$ cat src/rtl/nal_pkg.sv
package nal_pkg;

   localparam logic [63:0] PI_Q61  = 64'h6487ED5110B4611A;
   localparam logic [63:0] ONE_Q60 = 64'h1000_0000_0000_0000;
   localparam logic [63:0] WORK_LIMIT = 64'h2000_0000_0000_0000;

   localparam logic [2:0] ALU_MULRAW = 3'd0;
   localparam logic [2:0] ALU_MUL30  = 3'd1;
   localparam logic [2:0] ALU_MUL60  = 3'd2;
   localparam logic [2:0] ALU_SQRT   = 3'd3;
   localparam logic [2:0] ALU_DIV    = 3'd4;

   typedef struct packed {
      logic [7:0]         degree;
      logic [7:0]         order;
      logic signed [31:0] argument;
   } req_word_type;

   typedef struct packed {
      logic signed [31:0] value;
      logic               bad_args;
   } rsp_word_type;

   typedef struct packed {
      logic        start;
      logic [2:0]  op;
      logic [63:0] a;
      logic [63:0] b;
   } alu_req_type;

   typedef struct packed {
      logic        done;
      logic [63:0] result;
   } alu_rsp_type;

   function automatic logic [63:0] calc_inv_four_pi();
      logic [64:0] r;
      logic [63:0] q;
      r = 65'd1;
      q = 64'd0;
      for (int i = 0; i < 117; i++) begin
         r = r << 1;
         q = q << 1;
         if (r >= {1'b0, PI_Q61}) begin
            r = r - {1'b0, PI_Q61};
            q[0] = 1'b1;
         end
      end
      if (r >= ({1'b0, PI_Q61} - r)) begin
         q = q + 64'd1;
      end
      return q;
   endfunction

   localparam logic [63:0] INV_FOUR_PI_Q58 = calc_inv_four_pi();

endpackage

$ cat src/rtl/nal_alu.sv
module nal_alu (
   input  logic                 clock,
   input  logic                 reset,
   input  nal_pkg::alu_req_type alu_req,
   output nal_pkg::alu_rsp_type alu_rsp
);

   logic         busy_ff, busy_in;
   logic [2:0]   op_ff, op_in;
   logic [6:0]   cnt_ff, cnt_in;
   logic [63:0]  a_ff, a_in;
   logic [63:0]  b_ff, b_in;
   logic [127:0] acc_ff, acc_in;
   logic [63:0]  pp_ff, pp_in;
   logic [33:0]  rem_ff, rem_in;
   logic [31:0]  root_ff, root_in;
   logic [63:0]  drem_ff, drem_in;
   logic         done_ff, done_in;
   logic [63:0]  result_ff, result_in;

   logic [1:0]   k;
   logic [31:0]  ah, bh;
   logic [127:0] pp_wide;
   logic [127:0] rnd;
   logic [127:0] shifted;
   logic [35:0]  sq_rem;
   logic [35:0]  sq_trial;
   logic [64:0]  dv_rem;
   logic         qbit;

   always_comb begin
      busy_in   = busy_ff;
      op_in     = op_ff;
      cnt_in    = cnt_ff;
      a_in      = a_ff;
      b_in      = b_ff;
      acc_in    = acc_ff;
      pp_in     = pp_ff;
      rem_in    = rem_ff;
      root_in   = root_ff;
      drem_in   = drem_ff;
      done_in   = 1'b0;
      result_in = result_ff;
      k         = cnt_ff[2:1];
      ah        = k[0] ? a_ff[63:32] : a_ff[31:0];
      bh        = k[1] ? b_ff[63:32] : b_ff[31:0];
      pp_wide   = {64'd0, pp_ff};
      rnd       = acc_ff + ((op_ff == nal_pkg::ALU_MUL30) ? (128'd1 << 29) : (128'd1 << 59));
      shifted   = (op_ff == nal_pkg::ALU_MUL30) ? (rnd >> 30) : (rnd >> 60);
      sq_rem    = {rem_ff, a_ff[63:62]};
      sq_trial  = {2'b00, root_ff, 2'b01};
      dv_rem    = {drem_ff, a_ff[63]};
      qbit      = (dv_rem >= {1'b0, b_ff});

      if (!busy_ff) begin
         if (alu_req.start) begin
            busy_in = 1'b1;
            op_in   = alu_req.op;
            a_in    = alu_req.a;
            b_in    = alu_req.b;
            cnt_in  = 7'd0;
            acc_in  = 128'd0;
            rem_in  = 34'd0;
            root_in = 32'd0;
            drem_in = 64'd0;
         end
      end else begin
         case (op_ff)
            nal_pkg::ALU_MULRAW, nal_pkg::ALU_MUL30, nal_pkg::ALU_MUL60: begin
               if (cnt_ff < 7'd8) begin
                  cnt_in = cnt_ff + 7'd1;
                  if (!cnt_ff[0]) begin
                     pp_in = ah * bh;
                  end else begin
                     case (k)
                        2'd0:    acc_in = acc_ff + pp_wide;
                        2'd3:    acc_in = acc_ff + (pp_wide << 64);
                        default: acc_in = acc_ff + (pp_wide << 32);
                     endcase
                  end
               end else begin
                  busy_in = 1'b0;
                  done_in = 1'b1;
                  if (op_ff == nal_pkg::ALU_MULRAW) begin
                     result_in = acc_ff[63:0];
                  end else if (shifted > {64'd0, nal_pkg::WORK_LIMIT}) begin
                     result_in = nal_pkg::WORK_LIMIT;
                  end else begin
                     result_in = shifted[63:0];
                  end
               end
            end
            nal_pkg::ALU_SQRT: begin
               if (cnt_ff < 7'd32) begin
                  cnt_in = cnt_ff + 7'd1;
                  a_in   = {a_ff[61:0], 2'b00};
                  if (sq_rem >= sq_trial) begin
                     rem_in  = 34'(sq_rem - sq_trial);
                     root_in = {root_ff[30:0], 1'b1};
                  end else begin
                     rem_in  = sq_rem[33:0];
                     root_in = {root_ff[30:0], 1'b0};
                  end
               end else begin
                  busy_in   = 1'b0;
                  done_in   = 1'b1;
                  result_in = {32'd0, root_ff};
               end
            end
            nal_pkg::ALU_DIV: begin
               if (cnt_ff < 7'd64) begin
                  cnt_in = cnt_ff + 7'd1;
                  a_in   = {a_ff[62:0], qbit};
                  if (qbit) begin
                     drem_in = 64'(dv_rem - {1'b0, b_ff});
                  end else begin
                     drem_in = dv_rem[63:0];
                  end
               end else begin
                  busy_in   = 1'b0;
                  done_in   = 1'b1;
                  result_in = a_ff;
               end
            end
            default: begin
               busy_in = 1'b0;
               done_in = 1'b1;
               result_in = 64'd0;
            end
         endcase
      end
   end

   always_ff @(posedge clock) begin
      if (reset) begin
         busy_ff <= 1'b0;
         done_ff <= 1'b0;
         cnt_ff  <= 7'd0;
         op_ff   <= nal_pkg::ALU_MULRAW;
      end else begin
         busy_ff <= busy_in;
         done_ff <= done_in;
         cnt_ff  <= cnt_in;
         op_ff   <= op_in;
      end
      a_ff      <= a_in;
      b_ff      <= b_in;
      acc_ff    <= acc_in;
      pp_ff     <= pp_in;
      rem_ff    <= rem_in;
      root_ff   <= root_in;
      drem_ff   <= drem_in;
      result_ff <= result_in;
   end

   assign alu_rsp.done   = done_ff;
   assign alu_rsp.result = result_ff;

endmodule

$ cat config.mk
export PLATFORM = sky130hd
export DESIGN_NAME = nal_alu
export DESIGN_NICKNAME = d
export VERILOG_FILES = /design/src/rtl/nal_pkg.sv /design/src/rtl/nal_alu.sv
export SDC_FILE = /design/constraint.sdc
export NUM_CORES = 2
export LEC_CHECK = 0
export ABC_AREA = 1
export BUFFER_PORTS_ARGS = -buffer_cell sky130_fd_sc_hd__buf_2
export CAP_MARGIN = 20
export CORE_MARGIN = 5
export CORE_UTILIZATION = 35
export CTS_CLUSTER_DIAMETER = 120
export DETAILED_ROUTE_END_ITERATION = 10
export MAX_ROUTING_LAYER = met4
export PLACE_DENSITY = 0.56
export SLEW_MARGIN = 5
export SYNTH_ARGS = -nofsm -noshare
export SYNTH_HDL_FRONTEND = slang
export SYNTH_SLANG_ARGS = --single-unit
export TNS_END_PERCENT = 30
$ cat constraint.sdc
create_clock -name clock -period 10.7 [get_ports clock]
set_input_delay 3.21 -clock clock [delete_from_list [all_inputs] [get_ports clock]]
set_output_delay 3.21 -clock clock [all_outputs]
set_load 0.005 [all_outputs]
==> run_results.csv <==
group,metric,value,unit
run_status,status,"complete, but fails checks",
run_status,violations,"DRC",
logic_synthesis,synthTopCellsByArea,"fa_1 22%, edfxtp_1 18%, nand2_1 11%",
die,die_area,0.2486,sq mm
cells_and_area,layout.nets,13393,
hold_path,hold_path_class,"flip-flop to flip-flop",
routing,drt-initial-drc-count,9666,
grt,gr-usage-met1,45.01,%
cells_and_area,area_delta_synth_final,9.274,%
die,fp.dieH,498.6,um
routing,vias_per_cell,5.522,
clock_network,cts.sinks,526,
clock_network,clkTransAtPathRegs,0.07,ns
routing,dr.pass1.iters,11,
clock_network,clk_latency,0.75,ns
logic_synthesis,synthesis.nets,13312,
timing,skew,0.05619,ns
clock_network,cts_max_path_buffers,3,
critical_path,crit_path_max_fanout,66,
logic_synthesis,ys_types,62,
placement,place_hpwl,346100,um
timing,hold_violations,0,
logic_synthesis,avgSynthCellArea,7.130,sq um
critical_path,max_stage_delay,1.03,ns
logic_synthesis,synth_area,0.08357,sq mm
timing,rsz0062_at_grt,"false",
grt,grt_use_met3,6.007,%
routing,drc_errors,2,
clock_network,postCtsSetupBuffers,0,
grt,top_usage_layer,"met2",
clock_network,cts_tree,"yes",
routing,wire_per_inst,27.40,um
logic_synthesis,yosysTopAreaCell,"fa_1",
placement,gp_congestion,1.043,
critical_path,startpoint_type,"flip-flop",
grt,grt_max_degree,109,
die,initial_core_util,35.14,%
timing,setup_viol,0,
die,rows,179,
logic_synthesis,yosys_warnings,0,
critical_path,cpMaxStageDelayCell,"clkinv_1",
grt,grt_pass1_vias,80073,
critical_path,critPathArrivalTime,10.73,ns
routing,wl,412200,um
clock_network,htreeDepth,3,
grt,grt_pass1_wl,580600,um
timing,worst_pin_slew,1.246,ns
cells_and_area,n_fill_cell,25710,
logic_synthesis,seq_area_frac_synth,18.76,%
die,placeableCoreArea,0.2379,sq mm
clock_network,cts_root_buf,"clkbuf_16",
logic_synthesis,postSynth.asyncResetShare,0,%
die,die_w,498.6,um
clock_network,numCtsBuffers,71,
critical_path,cp-end-kind,"flip-flop",
logic_synthesis,yosysTopAreaCellShare,21.56,%
grt,antenna_found_initial,18,
logic_synthesis,synth_edf_count,514,
cells_and_area,drive_gt1_share,5.616,%
routing,ant_nets,0,
logic_synthesis,synth_seq_cells,526,
placement,io_buffer_count,198,
flow_run,drv_cap,0,
timing,setup_tns,0,ns
grt,grt_overflow,0,
clock_network,cts_resized,0,
critical_path,cp.required,11.16,ns
grt,met2_usage,48.44,%
logic_synthesis,synth_ff_type,"edfxtp_1",
timing,fmax,97.40,MHz
timing,relSlewSlack,16.04,%
timing,period_needed,10.27,ns
logic_synthesis,synth_cells,11721,
timing,drv_slew,0,
clock_network,hold_buffers,0,
routing,via_count,83068,
critical_path,worstSetupPathType,"flip-flop to flip-flop",
grt,track_usage,33.10,%
die,num_io_pins,199,
timing,period_share,95.96,%
## registers in the layout (all words and copies together), names as in the netlist, 3 cells and up
name and flops:
pp_ff 64, rem_ff 34, b_ff 64, acc_ff 128, result_ff 64, cnt_ff 7, a_ff 64, drem_ff 64
root_ff 32, op_ff 3
## cell type report
type | count | area, sq um | share of cell area (%)
Inverter | 2185 | 8209 | 8.989
Clock buffer | 85 | 1829 | 2.003
Antenna cell | 17 | 42.54 | 0.04658
Multi-Input combinational cell | 8662 | 58670 | 64.25
Tap cell | 3167 | 3963 | 4.339
Timing Repair Buffer | 356 | 2282 | 2.499
Clock inverter | 44 | 636.9 | 0.6974
Sequential cell | 526 | 15690 | 17.18
## worst max-delay path, delay by kind of cell, from the launching register on
kind            cells  cell delay [ns]
flops               1             0.56
compound gates      8             2.96
fa+ha+maj           9             4.15
xor+xnor            1             0.15
simple gates        5             0.65
buf+inv             9             1.44
## cell usage after synthesis, types with 48 or more instances
master and instances:
nand2_1 2449, inv_1 2135, nor2_1 1660, fa_1 900, a21oi_1 877, o21ai_0 580, nand3_1 566, ha_1 557
edfxtp_1 514, clkbuf_1 294, xor2_1 139, a31oi_1 101, xnor2_1 92, nand4_1 69, nor3_1 69, o221ai_1 66
o21a_1 56, a21o_1 52, or2_2 52, a21boi_0 50, o21ai_1 48
## cells in the final DEF, fill, tap and decap left out, types with 92 or more instances in the layout
cell type,n
nor2_1,1655
ha_1,555
o21ai_0,553
nand3_1,566
inv_1,2133
buf_2,199
nand2_1,2447
xnor2_1,92
fa_1,900
buf_4,147
a21oi_1,876
xor2_1,139
edfxtp_1,514
a31oi_1,101
## layer usage
| layer | share of wire [%] | routed length (um) |
|---|---|---|
| met4 | 5.1 | 21220 |
| met2 | 43 | 175900 |
| met1 | 43 | 175300 |
| met5 | 0 | 0 |
| met3 | 9.7 | 39800 |
## worst paths after layout
path / startpoint / end / slack [ns] / depth (start not counted)
setup reg to reg: cnt_ff[2]$_SDFFE_PP0P_ / pp_ff[63]$_DFFE_PP_ / 0.43 / 32
setup / recovery: cnt_ff[2]$_SDFFE_PP0P_ / pp_ff[63]$_DFFE_PP_ / 0.43 / 32
hold / removal: cnt_ff[5]$_SDFFE_PP0P_ / cnt_ff[6]$_SDFFE_PP0P_ / 0.50 / 2
hold reg to reg: cnt_ff[5]$_SDFFE_PP0P_ / cnt_ff[6]$_SDFFE_PP0P_ / 0.50 / 2
## logic make-up after synthesis
family | Yosys count | synth area share, %
adder cells (fa/ha/maj) | 1457 | 29.90
flip-flops | 526 | 18.76
AND/OR/NAND/NOR | 4986 | 24.13
AO/OA/AOI/OAI | 1988 | 13.31
buffers and inverters | 2533 | 11.48
XOR/XNOR | 231 | 2.421
## through the flow
stage | hold WS [ns] | worst slack, ns | cell area (sq um) | utilization (%) | cells
2_1_floorplan | 0.4606 | 0.9112 | 83580 | - | 11721
3_3_place_gp | 0.4865 | 0.5611 | 88620 | 37.26 | 14886
3_5_place_dp | 0.4955 | 0.6088 | 88740 | 37.31 | 14892
4_1_cts | 0.5038 | 0.5734 | 91210 | 38.35 | 15021
5_1_grt | 0.5203 | 0.07732 | 91310 | 38.39 | 15037
6_report | 0.5029 | 0.4327 | 91320 | 38.39 | 15042
Power is not shown: default switching activity piles up to over one toggle a cycle in this logic, so the estimate is an artifact.
